$ cat src/rtl/pee_pkg.sv
// Shared types and codes for the precedence expression evaluator.
// Holds the operator codes, the control state type and the structs
// passed between the top level and the iterative multiply/divide unit.
package pee_pkg;

    typedef enum logic [1:0] {
        OP_ADD = 2'd0,
        OP_SUB = 2'd1,
        OP_MUL = 2'd2,
        OP_DIV = 2'd3
    } t_op;

    typedef enum logic [2:0] {
        ST_IDLE,
        ST_TERM,
        ST_WAIT,
        ST_SUM,
        ST_EMIT
    } t_state;

    typedef struct packed {
        logic start;
        logic div;
    } t_md_ctrl;

    typedef struct packed {
        logic done;
        logic sat;
    } t_md_stat;

    localparam int unsigned OperandBits = 32;
    localparam int unsigned ResultBits  = 32;

endpackage

$ cat src/rtl/precedence_expression_evaluator_core.sv
// Top level of the two-level precedence expression evaluator.
// Depends on pee_pkg and on pee_muldiv for products and quotients.
//
// Usage: operands stream in on the s_axis channel, one per transfer. tdata
// carries the signed fixed-point operand, tuser the operator that follows
// it (add, subtract, multiply, divide) and tlast marks the final operand,
// whose operator is ignored. Multiply and divide bind tighter than add and
// subtract; each level runs left to right. After the final operand one
// transfer leaves on m_axis: tdata holds the 32-bit result (0 after a zero
// divisor), tuser bit 0 flags a zero divisor and bit 1 any saturation.
// Timing: one operand at a time; s_axis_tready is high only between items.
// An operand that only starts a term, joins the sum or hits a zero divisor
// passes from ST_IDLE through ST_TERM to ST_SUM. One that multiplies or
// divides also waits in ST_WAIT while the shared adder in pee_muldiv works
// bit by bit through VALUE_WIDTH product or VALUE_WIDTH + FRACTION_BITS
// quotient bits. A final operand then passes through ST_EMIT.
// The result sits in an output register, so the next expression is taken
// while it waits; a stalled receiver holds only the next final result.
// Reset clears all expression state and drops the output valid.
module precedence_expression_evaluator_core
    import pee_pkg::*;
#(
    parameter int VALUE_WIDTH   = 32,
    parameter int FRACTION_BITS = 16
) (
    input  logic        i_clk,
    input  logic        i_rst_n,
    input  logic        i_s_axis_tvalid,
    output logic        o_s_axis_tready,
    input  logic [31:0] i_s_axis_tdata,   // [31:0] operand
    input  logic [1:0]  i_s_axis_tuser,   // [1:0] next_op
    input  logic        i_s_axis_tlast,
    output logic        o_m_axis_tvalid,
    input  logic        i_m_axis_tready,
    output logic [31:0] o_m_axis_tdata,   // [31:0] result
    output logic [1:0]  o_m_axis_tuser    // [0] divide_by_zero, [1] saturated
);

    localparam int W  = VALUE_WIDTH;
    localparam int XW = (W > 32) ? W : 32;
    localparam logic [XW-1:0] VMaxX = {{(XW - W + 1){1'b0}}, {(W - 1){1'b1}}};
    localparam logic [XW-1:0] VMinX = ~VMaxX;
    localparam logic [XW-1:0] RMaxX = {{(XW - 31){1'b0}}, {31{1'b1}}};
    localparam logic [XW-1:0] RMinX = ~RMaxX;

    t_state r_state, n_state;
    logic signed [W-1:0] r_v, n_v;
    t_op    r_op, n_op;
    logic   r_last, n_last;
    logic signed [W-1:0] r_sum, n_sum;
    logic   r_sum_started, n_sum_started;
    t_op    r_pend_add, n_pend_add;
    logic signed [W-1:0] r_term, n_term;
    logic   r_term_started, n_term_started;
    t_op    r_pend_mul, n_pend_mul;
    logic   r_err, n_err;
    logic   r_sat, n_sat;
    logic   r_out_valid, n_out_valid;
    logic [ResultBits-1:0] r_out_data, n_out_data;
    logic [1:0] r_out_user, n_out_user;

    logic signed [XW-1:0] w_in_x, w_sum_x;
    logic signed [W-1:0]  w_in_clamped;
    logic                 w_in_hit;
    logic [ResultBits-1:0] w_res32;
    logic                 w_res_hit;
    logic                 w_sub;
    logic [W:0]           w_addsum;
    logic signed [W-1:0]  w_sum_next;
    logic                 w_sum_ovf;
    t_md_ctrl             w_md_ctrl;
    t_md_stat             w_md_stat;
    logic signed [W-1:0]  w_md_result;

    pee_muldiv #(
        .VALUE_WIDTH  (VALUE_WIDTH),
        .FRACTION_BITS(FRACTION_BITS)
    ) u_muldiv (
        .i_clk   (i_clk),
        .i_rst_n (i_rst_n),
        .i_ctrl  (w_md_ctrl),
        .i_a     (r_term),
        .i_b     (r_v),
        .o_stat  (w_md_stat),
        .o_result(w_md_result)
    );

    // Operand range limit for narrow value widths.
    always_comb begin
        w_in_x   = XW'(signed'(i_s_axis_tdata[OperandBits-1:0]));
        w_in_hit = 1'b0;
        if (w_in_x > signed'(VMaxX)) begin
            w_in_clamped = VMaxX[W-1:0];
            w_in_hit     = 1'b1;
        end else if (w_in_x < signed'(VMinX)) begin
            w_in_clamped = VMinX[W-1:0];
            w_in_hit     = 1'b1;
        end else begin
            w_in_clamped = w_in_x[W-1:0];
        end
    end

    // Saturating add or subtract of the finished term into the sum.
    assign w_sub     = (r_pend_add == OP_SUB);
    assign w_addsum  = {r_sum[W-1], r_sum} + ({r_term[W-1], r_term} ^ {(W + 1){w_sub}})
                       + (W + 1)'(w_sub);
    assign w_sum_ovf = w_addsum[W] != w_addsum[W-1];
    assign w_sum_next = w_sum_ovf ? (w_addsum[W] ? {1'b1, {(W - 1){1'b0}}}
                                                 : {1'b0, {(W - 1){1'b1}}})
                                  : w_addsum[W-1:0];

    // Final result limited to the 32-bit output field.
    always_comb begin
        w_sum_x   = XW'(r_sum);
        w_res_hit = 1'b0;
        if (w_sum_x > signed'(RMaxX)) begin
            w_res32   = RMaxX[ResultBits-1:0];
            w_res_hit = 1'b1;
        end else if (w_sum_x < signed'(RMinX)) begin
            w_res32   = RMinX[ResultBits-1:0];
            w_res_hit = 1'b1;
        end else begin
            w_res32 = w_sum_x[ResultBits-1:0];
        end
    end

    assign w_md_ctrl.start = (r_state == ST_TERM) && r_term_started
                             && !((r_pend_mul == OP_DIV) && (r_v == '0));
    assign w_md_ctrl.div   = (r_pend_mul == OP_DIV);

    always_comb begin
        n_state        = r_state;
        n_v            = r_v;
        n_op           = r_op;
        n_last         = r_last;
        n_sum          = r_sum;
        n_sum_started  = r_sum_started;
        n_pend_add     = r_pend_add;
        n_term         = r_term;
        n_term_started = r_term_started;
        n_pend_mul     = r_pend_mul;
        n_err          = r_err;
        n_sat          = r_sat;
        n_out_data     = r_out_data;
        n_out_user     = r_out_user;
        n_out_valid    = r_out_valid && !i_m_axis_tready;

        case (r_state)
            ST_IDLE: begin
                if (i_s_axis_tvalid) begin
                    n_v     = w_in_clamped;
                    n_op    = t_op'(i_s_axis_tuser);
                    n_last  = i_s_axis_tlast;
                    n_sat   = r_sat | w_in_hit;
                    n_state = ST_TERM;
                end
            end
            ST_TERM: begin
                if (!r_term_started) begin
                    n_term         = r_v;
                    n_term_started = 1'b1;
                    n_state        = ST_SUM;
                end else if (w_md_ctrl.start) begin
                    n_state = ST_WAIT;
                end else begin
                    // Zero divisor: flag it and keep the term as it is.
                    n_err   = 1'b1;
                    n_state = ST_SUM;
                end
            end
            ST_WAIT: begin
                if (w_md_stat.done) begin
                    n_term  = w_md_result;
                    n_sat   = r_sat | w_md_stat.sat;
                    n_state = ST_SUM;
                end
            end
            ST_SUM: begin
                if (r_last || (r_op == OP_ADD) || (r_op == OP_SUB)) begin
                    if (!r_sum_started) begin
                        n_sum = r_term;
                    end else begin
                        n_sum = w_sum_next;
                        n_sat = r_sat | w_sum_ovf;
                    end
                    n_sum_started  = 1'b1;
                    n_term_started = 1'b0;
                    if (!r_last) begin
                        n_pend_add = r_op;
                    end
                end else begin
                    n_pend_mul = r_op;
                end
                n_state = r_last ? ST_EMIT : ST_IDLE;
            end
            ST_EMIT: begin
                if (!r_out_valid || i_m_axis_tready) begin
                    n_out_valid    = 1'b1;
                    n_out_data     = r_err ? '0 : w_res32;
                    n_out_user     = {r_sat | (!r_err & w_res_hit), r_err};
                    n_sum_started  = 1'b0;
                    n_pend_add     = OP_ADD;
                    n_term_started = 1'b0;
                    n_pend_mul     = OP_MUL;
                    n_err          = 1'b0;
                    n_sat          = 1'b0;
                    n_state        = ST_IDLE;
                end
            end
            default: begin
                n_state = ST_IDLE;
            end
        endcase
    end

    always_ff @(posedge i_clk) begin
        if (!i_rst_n) begin
            r_state        <= ST_IDLE;
            r_sum_started  <= 1'b0;
            r_pend_add     <= OP_ADD;
            r_term_started <= 1'b0;
            r_pend_mul     <= OP_MUL;
            r_err          <= 1'b0;
            r_sat          <= 1'b0;
            r_out_valid    <= 1'b0;
        end else begin
            r_state        <= n_state;
            r_sum_started  <= n_sum_started;
            r_pend_add     <= n_pend_add;
            r_term_started <= n_term_started;
            r_pend_mul     <= n_pend_mul;
            r_err          <= n_err;
            r_sat          <= n_sat;
            r_out_valid    <= n_out_valid;
        end
        r_v        <= n_v;
        r_op       <= n_op;
        r_last     <= n_last;
        r_sum      <= n_sum;
        r_term     <= n_term;
        r_out_data <= n_out_data;
        r_out_user <= n_out_user;
    end

    assign o_s_axis_tready = (r_state == ST_IDLE);
    assign o_m_axis_tvalid = r_out_valid;
    assign o_m_axis_tdata  = r_out_data;
    assign o_m_axis_tuser  = r_out_user;

endmodule

$ cat src/rtl/pee_muldiv.sv
// Iterative fixed-point multiply/divide unit of the expression evaluator.
// One shared adder/subtractor serves a shift-add multiplier and a restoring
// divider; depends on pee_pkg for the control and status structs.
module pee_muldiv
    import pee_pkg::*;
#(
    parameter int VALUE_WIDTH   = 32,
    parameter int FRACTION_BITS = 16
) (
    input  logic                          i_clk,
    input  logic                          i_rst_n,
    input  t_md_ctrl                      i_ctrl,
    input  logic signed [VALUE_WIDTH-1:0] i_a,
    input  logic signed [VALUE_WIDTH-1:0] i_b,
    output t_md_stat                      o_stat,
    output logic signed [VALUE_WIDTH-1:0] o_result
);

    localparam int W  = VALUE_WIDTH;
    localparam int F  = FRACTION_BITS;
    localparam int NW = W + F;
    localparam int MW = (2 * W > NW) ? 2 * W : NW;
    localparam int CW = $clog2(NW);
    localparam logic [MW-1:0] LimPos = {{(MW - W + 1){1'b0}}, {(W - 1){1'b1}}};

    logic          r_busy, n_busy;
    logic          r_done, n_done;
    logic          r_div, n_div;
    logic          r_neg, n_neg;
    logic [CW-1:0] r_cnt, n_cnt;
    logic [W-1:0]  r_mcand, n_mcand;
    logic [2*W-1:0] r_prod, n_prod;
    logic [W-1:0]  r_rem, n_rem;
    logic [NW-1:0] r_num, n_num;

    logic [W-1:0]  w_mag_a, w_mag_b;
    logic [W:0]    w_rem_sh;
    logic [W+1:0]  w_add_a, w_add_b, w_sum;
    logic [MW-1:0] w_mag, w_limit;
    logic          w_over;
    logic [W-1:0]  w_low;

    assign w_mag_a = i_a[W-1] ? (~i_a + W'(1)) : i_a;
    assign w_mag_b = i_b[W-1] ? (~i_b + W'(1)) : i_b;

    // Shared adder: adds the multiplicand or subtracts the divisor.
    assign w_rem_sh = {r_rem, r_num[NW-1]};
    assign w_add_a  = r_div ? {1'b0, w_rem_sh} : {2'b00, r_prod[2*W-1:W]};
    assign w_add_b  = {2'b00, r_mcand};
    assign w_sum    = w_add_a + (w_add_b ^ {(W + 2){r_div}}) + (W + 2)'(r_div);

    always_comb begin
        n_busy  = r_busy;
        n_done  = 1'b0;
        n_div   = r_div;
        n_neg   = r_neg;
        n_cnt   = r_cnt;
        n_mcand = r_mcand;
        n_prod  = r_prod;
        n_rem   = r_rem;
        n_num   = r_num;
        if (i_ctrl.start) begin
            n_busy = 1'b1;
            n_div  = i_ctrl.div;
            n_neg  = i_a[W-1] ^ i_b[W-1];
            n_rem  = '0;
            if (i_ctrl.div) begin
                n_cnt   = CW'(NW - 1);
                n_mcand = w_mag_b;
                n_num   = NW'(w_mag_a) << F;
            end else begin
                n_cnt   = CW'(W - 1);
                n_mcand = w_mag_a;
                n_prod  = {{W{1'b0}}, w_mag_b};
            end
        end else if (r_busy) begin
            if (r_div) begin
                if (!w_sum[W+1]) begin
                    n_rem = w_sum[W-1:0];
                    n_num = {r_num[NW-2:0], 1'b1};
                end else begin
                    n_rem = w_rem_sh[W-1:0];
                    n_num = {r_num[NW-2:0], 1'b0};
                end
            end else if (r_prod[0]) begin
                n_prod = {w_sum[W:0], r_prod[W-1:1]};
            end else begin
                n_prod = {1'b0, r_prod[2*W-1:1]};
            end
            if (r_cnt == '0) begin
                n_busy = 1'b0;
                n_done = 1'b1;
            end else begin
                n_cnt = r_cnt - CW'(1);
            end
        end
    end

    always_ff @(posedge i_clk) begin
        if (!i_rst_n) begin
            r_busy <= 1'b0;
            r_done <= 1'b0;
        end else begin
            r_busy <= n_busy;
            r_done <= n_done;
        end
        r_div   <= n_div;
        r_neg   <= n_neg;
        r_cnt   <= n_cnt;
        r_mcand <= n_mcand;
        r_prod  <= n_prod;
        r_rem   <= n_rem;
        r_num   <= n_num;
    end

    // The magnitude is final once the unit has stopped; apply sign and range.
    assign w_mag   = r_div ? MW'(r_num) : MW'(r_prod >> F);
    assign w_limit = LimPos + MW'(r_neg);
    assign w_over  = w_mag > w_limit;
    assign w_low   = w_mag[W-1:0];

    always_comb begin
        if (w_over) begin
            o_result = r_neg ? {1'b1, {(W - 1){1'b0}}} : {1'b0, {(W - 1){1'b1}}};
        end else if (r_neg) begin
            o_result = ~w_low + W'(1);
        end else begin
            o_result = w_low;
        end
    end

    assign o_stat.done = r_done;
    assign o_stat.sat  = w_over;

endmodule
$ cat config.mk
export PLATFORM = sky130hd
export DESIGN_NAME = precedence_expression_evaluator_core
export DESIGN_NICKNAME = d
export VERILOG_FILES = /design/src/rtl/pee_pkg.sv /design/src/rtl/precedence_expression_evaluator_core.sv /design/src/rtl/pee_muldiv.sv
export SDC_FILE = /design/constraint.sdc
export NUM_CORES = 1
export LEC_CHECK = 0
export BUFFER_PORTS_ARGS = -buffer_cell sky130_fd_sc_hd__buf_2
export CAP_MARGIN = 25
export CORE_ASPECT_RATIO = 1.1
export CORE_MARGIN = 10
export CORE_UTILIZATION = 57
export CTS_CLUSTER_DIAMETER = 100
export CTS_CLUSTER_SIZE = 16
export DETAILED_ROUTE_END_ITERATION = 8
export PLACE_DENSITY = 0.8
export SLEW_MARGIN = 10
export SYNTH_ARGS = -nofsm -noshare
export SYNTH_HDL_FRONTEND = slang
export SYNTH_SLANG_ARGS = --single-unit
export TNS_END_PERCENT = 100
$ cat constraint.sdc
create_clock -name i_clk -period 6.1 [get_ports i_clk]
set_input_delay 0.61 -clock i_clk [delete_from_list [all_inputs] [get_ports i_clk]]
set_output_delay 0.61 -clock i_clk [all_outputs]
set_load 0.1 [all_outputs]
==> impl_metrics.yaml, run 1 <==
sta:
  finalSetupViolCount: 0
  hold_viol_final: 0
  worst_slack_ns: 0.986
  post-route-period-util_pct: 83.8
  worst_pin_slew_ns: 0.968
  fmax_ghz: 0.196
  worst_hold_slack_ns: 0.221
  fin_tns_setup_ns: 0
  period_minus_slack_ns: 5.11
  clock_skew_ns: 0.0241
  slew_viol_final: 0
  rsz0062_at_grt: "false"
  slew_headroom_pct: 35.2
floorplanning:
  rows: 74
  num_io_pins: 75
  fp.dieW_um: 205
  core-area_um2: 37100
  die_h_um: 223
  start_util_pct: 57.7
  die_area_um2: 45700
grt:
  grt_max_degree: 187
  grt_overflow_total: 0
  grt_pass1_wl_um: 95300
  grt_pass1_vias: 16700
  grt_use_total_pct: 26.3
  antenna_found_initial: 1
power:
  switching_power_mw: 2.09
  sequentialPowerShare_pct: 47.0
  total_power_mw: 6.26
  combinationalPowerShare_pct: 27.7
  ir_drop_uv: 254
  p_int_mw: 4.17
  power_leakage_nw: 8.72
  swShare_pct: 33.4
  pwr-share-clk_pct: 25.4
  p_per_area_nw_per_um2: 273
routing:
  post_drt_wl_per_cell_um: 23.0
  detail-route-antenna-nets: 0
  via_count: 17300
  via_per_inst: 6.44
  drtIter0Drc: 1871
  firstDrtPassIters: 5
  drc: 0
  drt-total-wl_um: 62000
logic_synthesis:
  synth_area_um2: 21400
  syn-num-nets: 2338
  ys_ff_latch: 331
  synth-main-ff-cell: "edfxtp_1"
  synth_area_leader_cell: "edfxtp_1"
  yosysWarnings: 0
  netlist_instances: 2198
  synth_top_area_share_pct: 39.9
  synth-edff-count: 285
  ys_types: 76
  syn_avg_cell_area_um2: 9.75
  synth.area.top_cells: "edfxtp_1, ha_1, mux2i_1, dfxtp_1, o21ai_0"
  yosysSeqAreaShare_pct: 44.2
  async_flop_share_pct: 0
worst_setup_path:
  rr_worst_depth: 13
  r2r_slack_ns: 0.99
  regToRegEndpoint: "r_sum[4]"
  cp.arrival_ns: 5.42
  reg2reg_from: "r_pend_add[1]"
  path_cells: "nand2b_2 -> xnor2_1 -> fa_1 -> a211oi_1 -> o21ai_0 -> o31ai_1 -> o31ai_1 -> a41oi_1 -> o21ai_1 -> buf_4 -> nor2_1 -> a21oi_1 -> mux2_2"
  crit_top_cell: "o31ai_1"
  endpoint_kind: "flop"
  crit_fanout: 18
  start_kind: "flop"
  cp_slowest_cell: "nor2_1"
  max_stage_delay_ns: 0.74
  critPathRequiredTime_ns: 6.41
  path_class: "flop to flop"
min_path:
  holdPathStages: 1
  hold_path_startpoint: "i_s_axis_tdata[18]"
  hp-class: "input pin to flop"
  worstHoldEndpoint: "r_v[18]"
clock_tree:
  numCtsBuffers: 24
  cts_resized: 0
  clock_sinks: 331
  htreeDepth: 1
  cts_tree: "yes"
  path_clk_slew_ns: 0.08
  cts.path.max_buffers: 3
  ctsHoldBuffers: 0
  insertion_delay_ns: 0.57
  cts_setup_buffers: 0
  cts_root_buf: "clkbuf_16"
cells_and_area:
  diodes: 0
  nets: 2322
  syn_to_final_growth_pct: 6.94
  drive_gt1_share_pct: 9.28
status:
  status: "finished, final reports clean"
job:
  drv_cap: 0
place:
  pre_cts_ws_ns: 1.11
  dp_hpwl_um: 45900
  port_buffers: 74
  place_congestion: 1.00
## routing by layer
| metal | GRT usage, % | up-vias | share of wire [%] | routed length [um] |
|---|---|---|---|---|
| met5 | 0 | - | 0.015 | 9 |
| li1 | - | 8025 | - | - |
| met4 | 12.5 | 2 | 4.8 | 2990 |
| met1 | 34.4 | 8407 | 41 | 25400 |
| met2 | 42.4 | 745 | 47 | 29000 |
| met3 | 3.30 | 161 | 7.4 | 4600 |
## registers in the layout, indices dropped and copies added (netlist names), 2 cells and up
register          cells
o_m_axis_tdata       32
o_m_axis_tuser        2
r_op                  2
r_pend_add            2
r_pend_mul            2
r_state               3
r_sum                32
r_term               32
r_v                  32
u_muldiv.r_cnt        6
u_muldiv.r_mcand     32
u_muldiv.r_num       48
u_muldiv.r_prod      64
u_muldiv.r_rem       32
## Yosys cell counts, types with 57 or more instances
cell / instances
nand2_1: 239
nor2b_1: 57
o21ai_0: 184
nand3_1: 67
xor2_1: 104
edfxtp_1: 285
a21oi_1: 146
ha_1: 99
clkbuf_1: 112
nor2_1: 114
mux2i_1: 93
xnor2_1: 84
## per-stage QoR
stage,instances,area [um2],utilization [%]
floorplan,2198,21400,-
global route,2693,22900,61.7
detailed placement,2647,22100,59.6
CTS,2690,22800,61.5
global placement,2645,22100,59.5
finish,2693,22900,61.7
## cells by family (layout without fill, tap and decap cells)
| group | after synthesis | after routing | synth area share, % |
|---|---|---|---|
| DFF | 331 | 331 | 44.2 |
| xor gates and xnor gates | 188 | 188 | 7.69 |
| muxes | 139 | 139 | 6.76 |
| and+or+nand+nor | 688 | 688 | 15.8 |
| buffers and inverters | 195 | 196 | 3.56 |
| AOI/OAI and AO/OA | 547 | 547 | 15.5 |
| adders and majority gates | 110 | 110 | 6.39 |
## worst max-delay path by stage
stage                         from                 end  cells after the start
global placement     r_pend_add[1]            r_sum[4]                     13
finish               r_pend_add[1]            r_sum[4]                     13
global route         r_pend_add[1]            r_sum[3]                     13
detailed placement   r_pend_add[1]            r_sum[3]                     13
CTS                  r_pend_add[1]            r_sum[4]                     13
floorplan           u_muldiv.r_div  u_muldiv.r_rem[10]                     22
## worst max-delay path: cells and delay by family (launching register included)
| family | cells | cell delay (ns) |
|---|---|---|
| compound gates | 7 | 1.97 |
| xor+xnor | 1 | 0.25 |
| fa+ha+maj | 1 | 0.50 |
| buf+inv | 1 | 0.25 |
| flops | 1 | 0.35 |
| mux | 1 | 0.30 |
| simple gates | 2 | 1.24 |
## cell usage in the layout, fill, tap and decap left out, types with 13 or more instances in the layout
master / instances
a211oi_1: 31
a21o_1: 31
a21oi_1: 145
and2_1: 25
buf_2: 74
buf_4: 20
clkbuf_1: 17
clkbuf_16: 26
dfxtp_1: 46
edfxtp_1: 285
ha_1: 99
inv_1: 50
mux2_2: 46
mux2i_1: 93
nand2_1: 239
nand2b_1: 26
nand3_1: 67
nand4_1: 23
nor2_1: 112
nor2b_1: 56
nor3_1: 32
nor4_1: 21
o211ai_1: 20
o21ai_0: 183
o22ai_1: 13
o31ai_1: 32
or3_1: 22
xnor2_1: 84
xor2_1: 104
## power by group through the flow
stage / combinational (mW) / clock (mW) / sequential, mW
finish: 1.73 / 1.59 / 2.94
global route: 1.91 / 1.69 / 2.96
CTS: 1.70 / 1.61 / 2.93
detailed placement: 1.69 / 0 / 2.98
global placement: 1.64 / 0 / 2.98
floorplan: 1.26 / 0 / 2.89
## cell type report
type | instances | area, um2
fillers | 3088 | 14200
multi-input cells | 1672 | 11200
flip-flops and latches | 331 | 9480
clock buffers | 43 | 714
repair buffers | 101 | 663
well taps | 494 | 618
inverters | 52 | 195
Power figures use the tool's default switching activity.
==> run 2: changes to the inputs <==
ABC_AREA = 1   (was not set)
CORE_UTILIZATION = 64   (was 57)
PLACE_DENSITY = 0.85   (was 0.8)
clock period = 5 ns   (was 6.1 ns; I/O delays follow)
==> run 2 against run 1 <==
Effect of this change:
- first-iteration DRC count is 23% higher
- largest power group unchanged
- critical endpoint is now r_term[5]
- largest cell class unchanged
- sequential cell count stayed put
- sequential share of layout area is 1.3 points lower
==> impl_metrics.yaml, run 2 <==
floorplanning:
  start_util_pct: 65.1
  core-area_um2: 34300
  fp.dieW_um: 198
  die_area_um2: 42700
  rows: 71
  die_h_um: 216
  num_io_pins: 75
cells_and_area:
  largest_reg_flops: 64
  diodes: 0
  mostFrequentLayoutCells: "nand2_1, inv_1, edfxtp_1"
  nets: 2996
  top_regs: "u_muldiv.r_prod (64), u_muldiv.r_num (48)"
  syn_to_final_growth_pct: 5.89
  drive_gt1_share_pct: 6.06
  nFillCells: 2941
  largest_register: "u_muldiv.r_prod"
  final_common_cell: "nand2_1"
  fin_area_um2: 23600
power:
  p_per_area_nw_per_um2: 380
  ir_drop_uv: 342
  power_leakage_nw: 10.4
  total_power_mw: 8.97
worst_setup_path:
  crit_fanout: 133
  r2r_slack_ns: 0.95
  rr_worst_depth: 13
  critPathRequiredTime_ns: 5.41
  path_cells: "buf_12 -> nor2_1 -> a21oi_1 -> inv_1 -> ha_1 -> nand2_1 -> nor2_1 -> nand4_1 -> nor3_1 -> nand4_1 -> nand2_2 -> nand3_1 -> a21boi_1"
  start_kind: "flop"
  cp_slowest_cell: "nand2_2"
  regToRegEndpoint: "r_term[5]"
  path_class: "flop to flop"
  crit_end: "r_term[5]"
  critPathLaunch: "u_muldiv.r_div"
  max_stage_delay_ns: 0.53
  reg2reg_from: "u_muldiv.r_div"
  endpoint_kind: "flop"
  cp.arrival_ns: 4.46
clock_tree:
  path_clk_slew_ns: 0.08
  insertion_delay_ns: 0.59
  cts_tree: "yes"
  cts_setup_buffers: 0
  ctsHoldBuffers: 0
  cts.path.max_buffers: 3
  clock_sinks: 331
  cts_root_buf: "clkbuf_16"
  htreeDepth: 1
  cts_resized: 0
  numCtsBuffers: 24
logic_synthesis:
  synth_area_um2: 22300
  synth_top_area_share_pct: 38.3
  yosys-top-cells-count: "nand2_1, inv_1, edfxtp_1, nor2_1, a21oi_1"
  async_flop_share_pct: 0
  synthMostInstantiatedCell: "nand2_1"
  ys_ff_latch: 331
  yosysWarnings: 0
  syn-num-nets: 3001
  yosysSeqAreaShare_pct: 42.5
  syn_avg_cell_area_um2: 7.80
  synth_area_leader_cell: "edfxtp_1"
  netlist_instances: 2861
  synth-edff-count: 285
  synth.area.top_cells: "edfxtp_1, nand2_1, xor2_1, ha_1, inv_1"
  synth-main-ff-cell: "edfxtp_1"
  ys_types: 55
grt:
  grt_use_total_pct: 30.8
  grt_pass1_vias: 19200
  grt_pass1_wl_um: 104000
  grt_overflow_total: 0
  antenna_found_initial: 1
  grt_max_degree: 134
sta:
  rsz0062_at_grt: "false"
  hold_viol_final: 0
  worst_slack_ns: 0.948
  slew_viol_final: 0
  finalSetupViolCount: 0
  period_minus_slack_ns: 4.05
  slew_headroom_pct: 23.8
  fmax_ghz: 0.247
  clock_skew_ns: 0.0256
  worst_pin_slew_ns: 1.14
  fin_tns_setup_ns: 0
  post-route-period-util_pct: 81.0
routing:
  via_count: 19700
  via_per_inst: 5.96
  firstDrtPassIters: 6
  post_drt_wl_per_cell_um: 20.2
  drtIter0Drc: 2299
  drt-total-wl_um: 66700
  drc: 0
  detail-route-antenna-nets: 0
place:
  place_congestion: 1.06
  pre_cts_ws_ns: 1.05
  post_dp_cell_area_um2: 22900
  port_buffers: 74
  dp_hpwl_um: 50400
min_path:
  hp-class: "input pin to flop"
status:
  status: "finished, final reports clean"
job:
  drv_cap: 0
-- run 2: worst min-delay path by stage --
| stage | from | endpoint | cells after the start |
|---|---|---|---|
| after floorplan | r_err | o_m_axis_tuser[0] | 0 |
| after global placement | r_sat | o_m_axis_tuser[1] | 0 |
| after detailed placement | r_sat | o_m_axis_tuser[1] | 0 |
| after CTS | i_s_axis_tdata[1] | r_v[1] | 1 |
| after global routing | i_s_axis_tdata[15] | r_v[15] | 1 |
| final | i_s_axis_tdata[1] | r_v[1] | 1 |
-- run 2: cell type report --
| cell class | instances | area [um2] | share of cell area [%] |
|---|---|---|---|
| clock buffers | 41 | 664 | 2.81 |
| clock inverters | 2 | 37.5 | 0.159 |
| inverters | 339 | 1280 | 5.41 |
| multi-input cells | 2059 | 11000 | 46.6 |
| flip-flops and latches | 331 | 9480 | 40.1 |
| well taps | 438 | 548 | 2.32 |
| repair buffers | 101 | 618 | 2.62 |
-- run 2: stage by stage --
| step | hold slack (ns) | instances | util, % |
|---|---|---|---|
| finish | 0.0901 | 3311 | 68.9 |
| global route | 0.0844 | 3311 | 68.9 |
| CTS | 0.0827 | 3310 | 68.9 |
| detailed placement | 0.428 | 3267 | 66.8 |
| global placement | 0.429 | 3266 | 66.8 |
| floorplan | 0.406 | 2861 | - |
-- run 2: critical path, delay by kind of cell, from the launching register on --
| kind | cells | cell delay (ns) |
|---|---|---|
| and+or+nand+nor | 8 | 1.82 |
| buffers and inverters | 2 | 0.64 |
| AOI/OAI and AO/OA | 2 | 0.63 |
| DFF | 1 | 0.45 |
| adders and majority gates | 1 | 0.30 |
-- run 2: metal layers --
layer	up-vias	track usage [%]	part of all wire (%)
met5	-	0	0
met4	0	16.3	5.7
met3	193	4.53	8.1
met2	937	50.2	47
met1	9172	38.8	40
li1	9416	-	-
-- run 2: where the power goes --
part           switching [mW]  total [mW]  internal [mW]  leakage, nW
clock                   0.975        1.89          0.913        0.327
combinational            2.28        3.38           1.10         7.09
sequential              0.248        3.70           3.45         2.98
-- run 2: logic make-up after synthesis --
family                   count (synthesis)  share of synthesized area, %
flip-flops                             331                          42.5
AND/OR/NAND/NOR                       1250                          22.9
AO/OA/AOI/OAI                          521                          13.1
multiplexers                             2                        0.0897
adder cells (fa/ha/maj)                101                          5.73
buffers and inverters                  471                          8.44
XOR/XNOR                               185                          7.26
==> run 3: changes to the inputs <==
CORE_UTILIZATION = 58   (was 64)
PLACE_DENSITY = 0.81   (was 0.85)
clock period = 3.35 ns   (was 5 ns; I/O delays follow)
==> run 3 against run 2 <==
Effect of this change:
- the flow now finishes with violations (DRC)
- clock skew down 0.0011 ns
- worst hold slack got worse by 0.044 ns
- sequential cell count did not move
- die area grew 9.3%
- first-iteration DRC count fell by 5.2%
- cell count grew 4.8%
- sequential power grew 49%
- highest routed layer unchanged
- critical path depth grew 3
- global-route usage fell by 1.7 points
- clock power grew 52%
- count of clock-buffer cells in the layout grew 1
- total power rose by 54%
==> impl_metrics.yaml, run 3 (synthesized netlist as in run 2, its figures left out) <==
status:
  status: "finished with violations"
  violations: "DRC"
cells_and_area:
  fin_cells: 3470
  nets: 3091
  final_common_cell: "nand2_1"
  nFillCells: 3335
  largest_reg_flops: 64
  top_regs: "u_muldiv.r_prod (64), u_muldiv.r_num (48)"
  drive_gt1_share_pct: 9.06
  largest_register: "u_muldiv.r_prod"
  fin_util_pct: 65.3
  syn_to_final_growth_pct: 11.5
  mostFrequentLayoutCells: "nand2_1, inv_1, edfxtp_1"
floorplanning:
  core-area_um2: 38100
  die_h_um: 226
  start_util_pct: 58.6
  num_io_pins: 75
  fp.dieW_um: 207
  die_area_um2: 46700
  rows: 75
sta:
  hold_viol_final: 0
  clock_skew_ns: 0.0245
  fmax_ghz: 0.305
  finalSetupViolCount: 0
  post-route-period-util_pct: 97.8
  period_minus_slack_ns: 3.28
  rsz0062_at_grt: "true"
  slew_headroom_pct: 54.3
  slew_viol_final: 0
  worst_pin_slew_ns: 0.685
min_path:
  hp-class: "input pin to flop"
clock_tree:
  cts_tree: "yes"
  cts.path.max_buffers: 3
  cts_root_buf: "clkbuf_16"
  insertion_delay_ns: 0.59
  htreeDepth: 1
  numCtsBuffers: 24
  path_clk_slew_ns: 0.07
  clock_sinks: 331
place:
  dp_hpwl_um: 53000
  place_inst: 3383
  place_congestion: 1.06
  port_buffers: 74
worst_setup_path:
  start_kind: "flop"
  cp.arrival_ns: 3.65
  endpoint_kind: "flop"
  cp_slowest_cell: "edfxtp_1"
  critPathRequiredTime_ns: 3.72
  path_cells: "buf_12 -> inv_8 -> buf_12 -> nand2_1 -> buf_4 -> nand2_1 -> a211oi_1 -> nand4_1 -> nor2_4 -> nand3_1 -> nor2_1 -> nand2_2 -> nand2_2 -> buf_4 -> nand2_1 -> a21boi_1"
  crit_top_cell: "nand2_1"
  path_class: "flop to flop"
  max_stage_delay_ns: 0.45
  crit_fanout: 21
routing:
  drc: 6
  via_count: 20200
  via_per_inst: 5.81
  drtIter0Drc: 2180
  post_drt_wl_per_cell_um: 20.5
  firstDrtPassIters: 9
  detail-route-antenna-nets: 0
  drt-total-wl_um: 71000
grt:
  grt_max_degree: 112
  grt_pass1_wl_um: 109000
  antenna_found_initial: 1
  grt_overflow_total: 0
  grt_pass1_vias: 19400
  grt_use_total_pct: 29.1
job:
  drv_cap: 0
power:
  power_leakage_nw: 10.9
  total_power_mw: 13.8
  p_per_area_nw_per_um2: 555
  ir_drop_uv: 531
## run 3: cell types whose count changed in the layout (fill, tap and decap cells not counted), moves of 5 or more
| cell | delta |
|---|---|
| a21oi_1 | -5 |
| nand2_1 | -9 |
| o21ai_0 | -9 |
| nand2_2 | +7 |
| nor2_1 | -5 |
| buf_12 | +8 |
| a21oi_2 | +5 |
| buf_4 | +43 |
| o21ai_1 | +8 |
| dlygate4sd3_1 | +35 |
## run 3: path summary, 6_finish.rpt
path                                     start                end  slack (ns)  cells after the start
worst max-delay path            u_muldiv.r_div         r_term[19]        0.07                     16
worst min-delay path                   i_rst_n    u_muldiv.r_done        0.05                      3
worst max register to register  u_muldiv.r_div         r_term[19]        0.07                     16
worst min register to register           r_sat  o_m_axis_tuser[1]        0.46                      0
## run 3: layout make-up
| cell class | count | area, um2 | share of cell area, % |
|---|---|---|---|
| clock inverters | 2 | 37.5 | 0.151 |
| clock buffers | 42 | 668 | 2.68 |
| multi-input cells | 2059 | 11200 | 44.9 |
| diodes | 1 | 2.50 | 0.0101 |
| inverters | 339 | 1290 | 5.18 |
| flip-flops and latches | 331 | 9480 | 38.1 |
| well taps | 500 | 626 | 2.51 |
| repair buffers | 196 | 1620 | 6.52 |
## run 3: metrics by stage
| step | hold WS (ns) | setup slack [ns] | setup TNS [ns] | cell area (um2) |
|---|---|---|---|---|
| 2_1_floorplan | 0.406 | -0.00130 | -0.00130 | 22400 |
| 3_3_place_gp | 0.416 | 0.0972 | 0 | 23500 |
| 3_5_place_dp | 0.442 | 0.0177 | 0 | 23500 |
| 4_1_cts | 0.0269 | 0.00966 | 0 | 24600 |
| 5_1_grt | 0.0415 | -0.0280 | -0.163 | 24900 |
| 6_report | 0.0459 | 0.0747 | 0 | 24900 |
## run 3: timing repair
item | in CTS | in global routing
gates resized for setup | 0 | 55
hold buffers | 35 | 0
endpoints found under the hold margin | 35 | 0
buffers inserted | 0 | 2
endpoints found under the setup margin | 0 | 106
## run 3: power breakdown
| part | switching, mW | internal (mW) |
|---|---|---|
| sequential | 0.379 | 5.15 |
| clock | 1.50 | 1.37 |
| combinational | 3.55 | 1.86 |
| total | 5.43 | 8.38 |
## run 3: per-layer routing
layer  share of wire, %  track usage, %  up-vias
li1                   -               -     9602
met1                 39            36.0     9392
met2                 47            48.6      966
met3                8.0            4.19      211
met4                5.7            15.4        0
met5                  0               0        -
## run 3: worst max-delay path: cells and delay by family, from the launching register on
kind / cells / cell delay, ns
and+or+nand+nor: 9 / 1.23
buffers and inverters: 5 / 0.79
AOI/OAI and AO/OA: 2 / 0.58
DFF: 1 / 0.45
